## config.mk

```make
export PLATFORM = sky130hd
export DESIGN_NAME = gaborish_3x3_row_filter_top
export DESIGN_NICKNAME = d
export VERILOG_FILES = /design/src/hw/rtl/gb3_pkg.sv /design/src/hw/rtl/gb3_front.sv /design/src/hw/rtl/gb3_queue.sv /design/src/hw/rtl/gb3_back.sv /design/src/hw/rtl/gaborish_3x3_row_filter_top.sv
export VERILOG_INCLUDE_DIRS = /design/src /design/src/hw/rtl
export SDC_FILE = /design/constraint.sdc
export NUM_CORES = 2
export LEC_CHECK = 0
export BUFFER_PORTS_ARGS = -buffer_cell sky130_fd_sc_hd__buf_4
export CAP_MARGIN = 20
export CORE_ASPECT_RATIO = 0.8
export CORE_MARGIN = 3
export CORE_UTILIZATION = 45
export CTS_BUF_LIST = sky130_fd_sc_hd__clkbuf_16
export DETAILED_ROUTE_END_ITERATION = 8
export GPL_TIMING_DRIVEN = 0
export SYNTH_ARGS = -nofsm -noshare
export SYNTH_HDL_FRONTEND = slang
export SYNTH_SLANG_ARGS = --single-unit
export TNS_END_PERCENT = 1
```

## constraint.sdc

```tcl
create_clock -name clk -period 7.1 [get_ports clk]
set_input_delay 0 -clock clk [delete_from_list [all_inputs] [get_ports clk]]
set_output_delay 0 -clock clk [all_outputs]
set_load 0.02 [all_outputs]
```

## src/hw/rtl/gaborish_3x3_row_filter_top_macros.svh

```systemverilog
// Assertion macros shared by the filter's RTL files.
`ifndef GABORISH_3X3_ROW_FILTER_TOP_MACROS_SVH
`define GABORISH_3X3_ROW_FILTER_TOP_MACROS_SVH
`ifndef SYNTHESIS
// same-cycle implication, clocked on clk, off during reset
`define ASSERT_IMP(lbl, ante, cons) \
	lbl: assert property (@(posedge clk) disable iff (!arst_n) (ante) |-> (cons)) \
		else $error("gb3 assertion failed");
// next-cycle implication
`define ASSERT_NXT(lbl, ante, cons) \
	lbl: assert property (@(posedge clk) disable iff (!arst_n) (ante) |=> (cons)) \
		else $error("gb3 assertion failed");
`else
`define ASSERT_IMP(lbl, ante, cons)
`define ASSERT_NXT(lbl, ante, cons)
`endif
`endif

```

## src/hw/rtl/gb3_pkg.sv

```systemverilog
// Shared types, widths and constants of the 3x3 row filter.
package gb3_pkg;

	localparam int SAMPLE_BITS  = 16;
	localparam int SUM_W        = SAMPLE_BITS + 2;   // sum of four samples
	localparam int WEIGHT_W     = 16;
	localparam int NORM_W       = 17;
	localparam int PSUM_W       = SUM_W + WEIGHT_W + 1;
	localparam int ACC_W        = SAMPLE_BITS + 20;
	localparam int MAG_W        = ACC_W - 1;
	localparam int PROD_W       = MAG_W + NORM_W;
	localparam int FRAC_SHIFT   = 32;
	localparam int Q_W          = PROD_W + 1 - FRAC_SHIFT;
	localparam int CENTRE_SHIFT = 16;
	localparam int QUEUE_DEPTH  = 4;
	localparam int QPTR_W       = $clog2(QUEUE_DEPTH);
	localparam int CFG_IDX_W    = 2;
	localparam int CFG_DATA_W   = NORM_W;

	localparam logic [WEIGHT_W-1:0] SIDE_WEIGHT_RST = WEIGHT_W'(7548);
	localparam logic [WEIGHT_W-1:0] DIAG_WEIGHT_RST = WEIGHT_W'(4014);
	localparam logic [NORM_W-1:0]   NORM_RST        = NORM_W'(38422);

	localparam logic [PROD_W:0] ROUND_HALF = (PROD_W + 1)'(1) << (FRAC_SHIFT - 1);
	localparam logic [Q_W-1:0]  NEG_LIMIT  = Q_W'(1) << (SAMPLE_BITS - 1);
	localparam logic [Q_W-1:0]  POS_LIMIT  = NEG_LIMIT - Q_W'(1);

	typedef enum logic [CFG_IDX_W-1:0] {
		CFG_SIDE_WEIGHT     = 2'd0,
		CFG_DIAGONAL_WEIGHT = 2'd1,
		CFG_NORMALISATION   = 2'd2
	} cfg_reg_e;

	typedef logic signed [SAMPLE_BITS-1:0] sample_t;
	typedef logic signed [SUM_W-1:0]       sum_t;

	typedef struct packed {
		sample_t top_sample;
		sample_t centre_sample;
		sample_t bottom_sample;
		logic    last_in_row;
	} pixel_t;

	typedef struct packed {
		sample_t filtered_sample;
		logic    last_of_row;
	} result_t;

	typedef struct packed {
		sample_t t;
		sample_t c;
		sample_t b;
	} column_t;

	// one filter job: centre plus the two neighbour sums
	typedef struct packed {
		sample_t centre;
		sum_t    side_sum;
		sum_t    diag_sum;
		logic    last;
	} job_t;

	typedef struct packed {
		logic [WEIGHT_W-1:0] side_weight;
		logic [WEIGHT_W-1:0] diagonal_weight;
		logic [NORM_W-1:0]   normalisation;
	} cfg_t;

endpackage

```

## src/hw/rtl/gb3_front.sv

```systemverilog
// Front end: column window, edge replication and job generation.
`include "gaborish_3x3_row_filter_top_macros.svh"
module gb3_front (
	input  logic            clk,
	input  logic            arst_n,
	input  logic            pixel_valid,
	output logic            pixel_stall,
	input  gb3_pkg::pixel_t pixel,
	input  logic            q_full,
	output logic            push,
	output gb3_pkg::job_t   push_job
);
	import gb3_pkg::*;

	function automatic job_t make_job(column_t l, column_t m, column_t r, logic last);
		job_t j;
		j.centre   = m.c;
		j.side_sum = SUM_W'(m.t) + SUM_W'(m.b) + SUM_W'(l.c) + SUM_W'(r.c);
		j.diag_sum = SUM_W'(l.t) + SUM_W'(r.t) + SUM_W'(l.b) + SUM_W'(r.b);
		j.last     = last;
		return j;
	endfunction

	column_t w0_q, w1_q, cur;
	logic    held_q;     // a column of this row is in the window
	logic    pending_q;  // row-end flush job still to issue
	logic    accept;

	assign cur         = '{t: pixel.top_sample, c: pixel.centre_sample, b: pixel.bottom_sample};
	assign pixel_stall = pending_q || q_full;
	assign accept      = pixel_valid && !pixel_stall;

	always_comb begin
		push     = 1'b0;
		push_job = make_job(w0_q, w1_q, cur, 1'b0);
		if (pending_q) begin
			// right edge: the last column stands in for its missing neighbour
			push     = !q_full;
			push_job = make_job(w0_q, w1_q, w1_q, 1'b1);
		end else if (accept) begin
			if (held_q) begin
				push = 1'b1;
			end else if (pixel.last_in_row) begin
				push     = 1'b1;
				push_job = make_job(cur, cur, cur, 1'b1);
			end
		end
	end

	always_ff @(posedge clk or negedge arst_n) begin
		if (!arst_n) begin
			w0_q      <= '0;
			w1_q      <= '0;
			held_q    <= 1'b0;
			pending_q <= 1'b0;
		end else begin
			if (pending_q && !q_full) begin
				pending_q <= 1'b0;
			end
			if (accept) begin
				if (!held_q) begin
					// left edge: first column fills both slots
					w0_q   <= cur;
					w1_q   <= cur;
					held_q <= !pixel.last_in_row;
				end else begin
					w0_q <= w1_q;
					w1_q <= cur;
					if (pixel.last_in_row) begin
						held_q    <= 1'b0;
						pending_q <= 1'b1;
					end
				end
			end
		end
	end

	`ASSERT_NXT(a_row_end_flush, accept && held_q && pixel.last_in_row, pending_q && !held_q)
	`ASSERT_IMP(a_push_has_room, push, !q_full)

endmodule

```

## src/hw/rtl/gb3_queue.sv

```systemverilog
// Small job queue between the front end and the arithmetic pipeline.
`include "gaborish_3x3_row_filter_top_macros.svh"
module gb3_queue (
	input  logic          clk,
	input  logic          arst_n,
	input  logic          push,
	input  gb3_pkg::job_t push_job,
	output logic          full,
	input  logic          pop,
	output logic          head_valid,
	output gb3_pkg::job_t head_job
);
	import gb3_pkg::*;

	job_t              slot_q [QUEUE_DEPTH];
	logic [QPTR_W-1:0] wr_ptr_q, rd_ptr_q;
	logic [QPTR_W:0]   count_q;

	assign full       = count_q == (QPTR_W + 1)'(QUEUE_DEPTH);
	assign head_valid = count_q != '0;
	assign head_job   = slot_q[rd_ptr_q];

	always_ff @(posedge clk) begin
		if (push) begin
			slot_q[wr_ptr_q] <= push_job;
		end
	end

	always_ff @(posedge clk or negedge arst_n) begin
		if (!arst_n) begin
			wr_ptr_q <= '0;
			rd_ptr_q <= '0;
			count_q  <= '0;
		end else begin
			if (push) begin
				wr_ptr_q <= wr_ptr_q + QPTR_W'(1);
			end
			if (pop) begin
				rd_ptr_q <= rd_ptr_q + QPTR_W'(1);
			end
			if (push && !pop) begin
				count_q <= count_q + (QPTR_W + 1)'(1);
			end else if (pop && !push) begin
				count_q <= count_q - (QPTR_W + 1)'(1);
			end
		end
	end

	`ASSERT_IMP(a_pop_not_empty, pop, head_valid)
	`ASSERT_IMP(a_count_bound, 1'b1, count_q <= (QPTR_W + 1)'(QUEUE_DEPTH))

endmodule

```

## src/hw/rtl/gb3_back.sv

```systemverilog
// Back end: weighted sum, normalization, rounding and saturation pipeline.
`include "gaborish_3x3_row_filter_top_macros.svh"
module gb3_back (
	input  logic             clk,
	input  logic             arst_n,
	input  gb3_pkg::cfg_t    cfg,
	input  logic             head_valid,
	input  gb3_pkg::job_t    head_job,
	output logic             pop,
	output logic             result_valid,
	input  logic             result_stall,
	output gb3_pkg::result_t result
);
	import gb3_pkg::*;

	logic adv;
	logic v_s1, v_s2, v_s3, v_s4, res_valid_q;

	sample_t                  centre_s1;
	logic signed [PSUM_W-1:0] side_p_s1, diag_p_s1;
	logic                     last_s1;
	logic signed [ACC_W-1:0]  acc_s2;
	logic                     last_s2;
	logic [MAG_W-1:0]         mag_s3;
	logic                     neg_s3, last_s3;
	logic [PROD_W-1:0]        prod_s4;
	logic                     neg_s4, last_s4;
	result_t                  res_q;

	logic signed [ACC_W-1:0]  abs_acc;
	logic [PROD_W:0]          rounded;
	logic [Q_W-1:0]           q_mag, q_sat;
	logic [Q_W-1:0]           q_neg;
	sample_t                  y;

	// whole pipeline moves together; it freezes only while the output is held
	assign adv          = !res_valid_q || !result_stall;
	assign pop          = head_valid && adv;
	assign result_valid = res_valid_q;
	assign result       = res_q;

	assign abs_acc = acc_s2[ACC_W-1] ? -acc_s2 : acc_s2;

	always_comb begin
		rounded = {1'b0, prod_s4} + ROUND_HALF;
		q_mag   = rounded[PROD_W:FRAC_SHIFT];
		if (neg_s4) begin
			q_sat = (q_mag > NEG_LIMIT) ? NEG_LIMIT : q_mag;
			q_neg = Q_W'(0) - q_sat;
			y     = q_neg[SAMPLE_BITS-1:0];
		end else begin
			q_sat = (q_mag > POS_LIMIT) ? POS_LIMIT : q_mag;
			q_neg = q_sat;
			y     = q_neg[SAMPLE_BITS-1:0];
		end
	end

	always_ff @(posedge clk) begin
		if (adv) begin
			centre_s1 <= head_job.centre;
			side_p_s1 <= PSUM_W'(head_job.side_sum) * $signed({1'b0, cfg.side_weight});
			diag_p_s1 <= PSUM_W'(head_job.diag_sum) * $signed({1'b0, cfg.diagonal_weight});
			last_s1   <= head_job.last;

			acc_s2  <= (ACC_W'(centre_s1) <<< CENTRE_SHIFT) + ACC_W'(side_p_s1)
				+ ACC_W'(diag_p_s1);
			last_s2 <= last_s1;

			neg_s3  <= acc_s2[ACC_W-1];
			mag_s3  <= abs_acc[MAG_W-1:0];
			last_s3 <= last_s2;

			prod_s4 <= PROD_W'(mag_s3) * PROD_W'(cfg.normalisation);
			neg_s4  <= neg_s3;
			last_s4 <= last_s3;

			res_q.filtered_sample <= y;
			res_q.last_of_row     <= last_s4;
		end
	end

	always_ff @(posedge clk or negedge arst_n) begin
		if (!arst_n) begin
			v_s1        <= 1'b0;
			v_s2        <= 1'b0;
			v_s3        <= 1'b0;
			v_s4        <= 1'b0;
			res_valid_q <= 1'b0;
		end else if (adv) begin
			v_s1        <= head_valid;
			v_s2        <= v_s1;
			v_s3        <= v_s2;
			v_s4        <= v_s3;
			res_valid_q <= v_s4;
		end
	end

	`ASSERT_NXT(a_pop_enters_pipe, pop, v_s1)
	`ASSERT_NXT(a_stage_reaches_out, adv && v_s4, result_valid)

endmodule

```

## src/hw/rtl/gaborish_3x3_row_filter_top.sv

```systemverilog
// Top level of the 3x3 Gaborish row filter: config registers and block wiring.
//
// Usage: one pixel column (top, centre, bottom sample, Q3.12) transfers on the
// pixel channel when pixel_valid is high and pixel_stall is low. Filtered
// centre-row samples leave on the result channel under the same rule with
// result_stall driven by the receiver. Output lags input by one column; the
// column flagged last_in_row releases two results, the second with
// last_of_row set (a one-column row releases just one).
// Throughput: one column per cycle while the queue has room; after a row-end
// column the pixel channel stalls while the front end issues the right-edge job.
// Path: the result of the column that completes its window passes the queue
// slot, two multiply/sum stages, magnitude, normalization multiply and the
// round/saturate output register; the row-end flush job is issued after the
// last column's transfer, once the queue has room, and takes the same path.
// Stall: the result register holds and the whole back pipeline freezes; the
// four-job queue keeps accepting until full, then pixel_stall rises.
// Reset: weights and normalization take their defaults, the window is cleared
// and the next column starts a row; queue and pipeline are empty.
// Config: cfg_ready is always high; write only while the block is idle.
module gaborish_3x3_row_filter_top (
	input  logic                             clk,
	input  logic                             arst_n,
	input  logic                             pixel_valid,
	output logic                             pixel_stall,
	input  gb3_pkg::pixel_t                  pixel,
	output logic                             result_valid,
	input  logic                             result_stall,
	output gb3_pkg::result_t                 result,
	input  logic                             cfg_valid,
	output logic                             cfg_ready,
	input  logic [gb3_pkg::CFG_IDX_W-1:0]    cfg_index,
	input  logic [gb3_pkg::CFG_DATA_W-1:0]   cfg_data
);
	import gb3_pkg::*;

	cfg_t cfg_q;

	// front -> queue
	logic push, q_full;
	job_t push_job;

	// queue -> back
	logic head_valid, pop;
	job_t head_job;

	// register writes complete in the cycle they are offered
	assign cfg_ready = 1'b1;

	always_ff @(posedge clk or negedge arst_n) begin
		if (!arst_n) begin
			cfg_q.side_weight     <= SIDE_WEIGHT_RST;
			cfg_q.diagonal_weight <= DIAG_WEIGHT_RST;
			cfg_q.normalisation   <= NORM_RST;
		end else if (cfg_valid && cfg_ready) begin
			case (cfg_index)
				CFG_SIDE_WEIGHT:     cfg_q.side_weight     <= cfg_data[WEIGHT_W-1:0];
				CFG_DIAGONAL_WEIGHT: cfg_q.diagonal_weight <= cfg_data[WEIGHT_W-1:0];
				CFG_NORMALISATION:   cfg_q.normalisation   <= cfg_data[NORM_W-1:0];
				default: ;  // unmapped index: write dropped
			endcase
		end
	end

	// window, edge replication, job issue
	gb3_front u_front (
		.clk         (clk),
		.arst_n      (arst_n),
		.pixel_valid (pixel_valid),
		.pixel_stall (pixel_stall),
		.pixel       (pixel),
		.q_full      (q_full),
		.push        (push),
		.push_job    (push_job)
	);

	// decouples column intake from result back-pressure
	gb3_queue u_queue (
		.clk        (clk),
		.arst_n     (arst_n),
		.push       (push),
		.push_job   (push_job),
		.full       (q_full),
		.pop        (pop),
		.head_valid (head_valid),
		.head_job   (head_job)
	);

	// weighted sum, normalize, round, saturate
	gb3_back u_back (
		.clk          (clk),
		.arst_n       (arst_n),
		.cfg          (cfg_q),
		.head_valid   (head_valid),
		.head_job     (head_job),
		.pop          (pop),
		.result_valid (result_valid),
		.result_stall (result_stall),
		.result       (result)
	);

endmodule

```

==> metrics.csv <==
stage,metric,value,unit
critical_path,worst_setup_path_start_kind,register,
synth,synthArstFlopShare,27.8,%
sta,maxSlewViolCount,0,
floorplanning,rows,130,
synth,synth_area,71500,um2
sta,setup_viol,24,
synth,syn-num-nets,8782,
layout,drive_above_1_share,8.01,%
detailed_routing,vias,50900,
critical_path,cp_data_arrival_time,7980,ps
global_routing,gr-total-overflow,0,
global_routing,grt_use_total,26.2,%
sta,finalHoldViolations,0,
place,dp.cells,9240,
synth,synth_edf_count,413,
critical_path,cpMostUsedCell,fa_1,
detailed_routing,ant_nets,0,
place,port_buffers,91,
synth,synthFlopType,edfxtp_1,
critical_path,worstPathCellList,clkbuf_2 > clkbuf_1 > nand2_1 > fa_1 > fa_2 > fa_1 > inv_1 > fa_1 > fa_1 > inv_1 > fa_1 > inv_1 > ha_4 > a22o_1 > nor3_2 > nand2_2 > o41ai_4 > o31ai_4 > a2111oi_4 > o211ai_2 > a2111o_1 > o211ai_2,
status,violations,negative setup slack,
clocking,cts_tree,built,
detailed_routing,drc,0,
synth,synth-seq-area-share,22.9,%
global_routing,grt_pass1_vias,52600,
sta,setup_ws,-366,ps
layout,layout_common_cells,"inv_1, fa_1, nand2_1",
status,status,"complete, but fails checks",
place,pre_cts_ws,-1920,ps
layout,fin_cells,9462,
global_routing,antenna_found_initial,16,
detailed_routing,routedWlPerCell,22.1,um
place,gp_congestion,0.946,
layout,final_nets,9045,
detailed_routing,drt_iter0_drc,3907,
layout,final_common_cell,inv_1,
hold_path,hold_start,cfg_valid,
critical_path,path_class,reg -> reg,
job,drv_cap,0,
detailed_routing,wirelength,209,mm
floorplanning,die_x,452,um
clocking,cts_buffers,66,
critical_path,cp_max_fo,10,
floorplanning,initial_core_util,45.4,%
critical_path,slowest_stage,fa_1,
hold_path,holdCritPathClass,in -> reg,
layout,area_growth,10.6,%
clocking,h-tree-depth,3,
sta,worst_slew_pin_slew,1280,ps
clocking,path_clk_slew,80,ps
clocking,cts-root-buf,clkbuf_16,
detailed_routing,drt_first_pass_iters,6,
critical_path,cpPeakStageDelay,620,ps
sta,min_period,7470,ps
global_routing,grt_first_pass_wirelength,326,mm
critical_path,crit_start,cfg_q[35],
place,hpwlAfterDp,170,mm
floorplanning,die_height,363,um
sta,rsz0062_at_grt,yes,
floorplanning,core_area,157000,um2
sta,max_freq,134,MHz
sta,clock_skew,50.4,ps
synth,avgSynthCellArea,10.2,um2
sta,tns,-3590,ps
synth,yosysWarnings,0,
synth,ys_ff_latch,572,
global_routing,grt_max_degree,106,
floorplanning,dieArea,164000,um2
clocking,cts_buffer_depth,3,
sta,period_share,105,%
clocking,clock_latency,680,ps
floorplanning,pin_count,93,
critical_path,cp-end-kind,register,
critical_path,critPathRequiredTime,7610,ps
critical_path,r2r-start,cfg_q[35],
synth,syn_inst,7031,
detailed_routing,viasPerCell,5.38,
sta,slew_headroom,14.5,%
clocking,cts_num_sinks,572,
synth,netlist-cell-type-count,92,
[routing by layer]
layer  vias to the layer above  GRT usage [%]  routed length (um)
met4                         2           7.04                6170
li1                      22800              -                   -
met1                     26100           38.8               95200
met2                      1819           39.1               89900
met3                       285           5.52               17600
met5                         -              0                   7
[worst paths after layout]
kind                                        end  slack, ps  cells after the start
max reg2reg                u_back.side_p_s1[34]       -370                     22
min                                   cfg_q[32]         60                      3
min in group asynchronous           u_back.v_s3         90                      3
min reg2reg                      u_back.last_s3        420                      0
max in group asynchronous   u_queue.rd_ptr_q[1]       6280                      3
max                        u_back.side_p_s1[34]       -370                     22
[Yosys cell counts (all sizes together), types with 11 or more instances]
library cell,number,share of area (%)
a21o,75,0.79
o21bai,23,0.24
buf,29,0.17
clkbuf,239,1.3
a21oi,183,1.3
nor2,161,0.84
o31ai,26,0.28
nor3,71,0.51
nand3,57,0.40
nor4,13,0.12
nor2b,22,0.20
a31oi,31,0.27
o211ai,18,0.20
xnor2,207,2.5
mux2i,51,0.71
o21a,35,0.37
dfrtp,134,4.7
edfxtp,413,17
and3,36,0.31
ha,476,8.3
mux2,54,0.85
fa,1202,34
o21ai,172,1.2
or3,27,0.24
or2,11,0.096
nand2b,25,0.24
and2,497,4.3
xor2,65,0.80
nand4,18,0.17
mux4,53,1.7
inv,1324,6.9
dfstp,25,0.92
a22oi,16,0.17
a211oi,31,0.33
nand2,1058,5.6
[state kept, by name, summed over array words and instances, names as in the netlist, 16 cells and up]
register and flops:
u_queue.slot_q 212, u_back.result 17, cfg_q 49, u_back.prod_s4 21, u_back.acc_s2 36, u_back.diag_p_s1 35, u_back.centre_s1 16, u_back.mag_s3 35
u_front.w0_q 48, u_front.w1_q 48, u_back.side_p_s1 35
[through the flow]
stage / hold WS [ps] / utilization (%) / instance area [um2]
floorplan: -296 / - / 71600
global placement: 238 / 47.6 / 74900
detailed placement: -53.4 / 47.7 / 75000
CTS: 9.56 / 50.1 / 78900
global route: 71.4 / 50.2 / 79100
finish: 57.9 / 50.2 / 79100
[critical path: cells and delay by family (launching register included)]
kind / cells / cell delay (ps)
flip-flops: 1 / 510
adder cells (fa/ha/maj): 7 / 3390
buffers and inverters: 5 / 1060
AO/OA/AOI/OAI: 7 / 1860
AND/OR/NAND/NOR: 3 / 470
[layout make-up]
cell class,instances,area (um2)
fill,14500,78400
multi-input combinational,4866,49500
sequential,572,16400
inverter,1325,4970
tap,2112,2640
timing repair buffer,217,1970
clock buffer,67,1680
buffer,246,1390
clock inverter,52,470
antenna,5,12.5
[kinds of logic after synthesis]
family	after synthesis	synth area share (%)
compound gates	727	6.69
flops	572	22.9
other cells	1	0.00524
fa+ha+maj	1678	42.0
mux	158	3.23
xor+xnor	272	3.33
buf+inv	1593	8.38
simple gates	2030	13.4
[repair_timing]
action / 4_1_cts / 5_1_grt
hold buffers: 72 / 0
setup endpoints to repair: 65 / 47
buffers inserted: 44 / 1
endpoints found under the hold margin: 395 / 0
gates cloned: 2 / 0
pin swaps: 16 / 15
resized for setup: 224 / 48
Power is not shown: default switching activity piles up to over one toggle a cycle in this logic, so the estimate is an artifact.
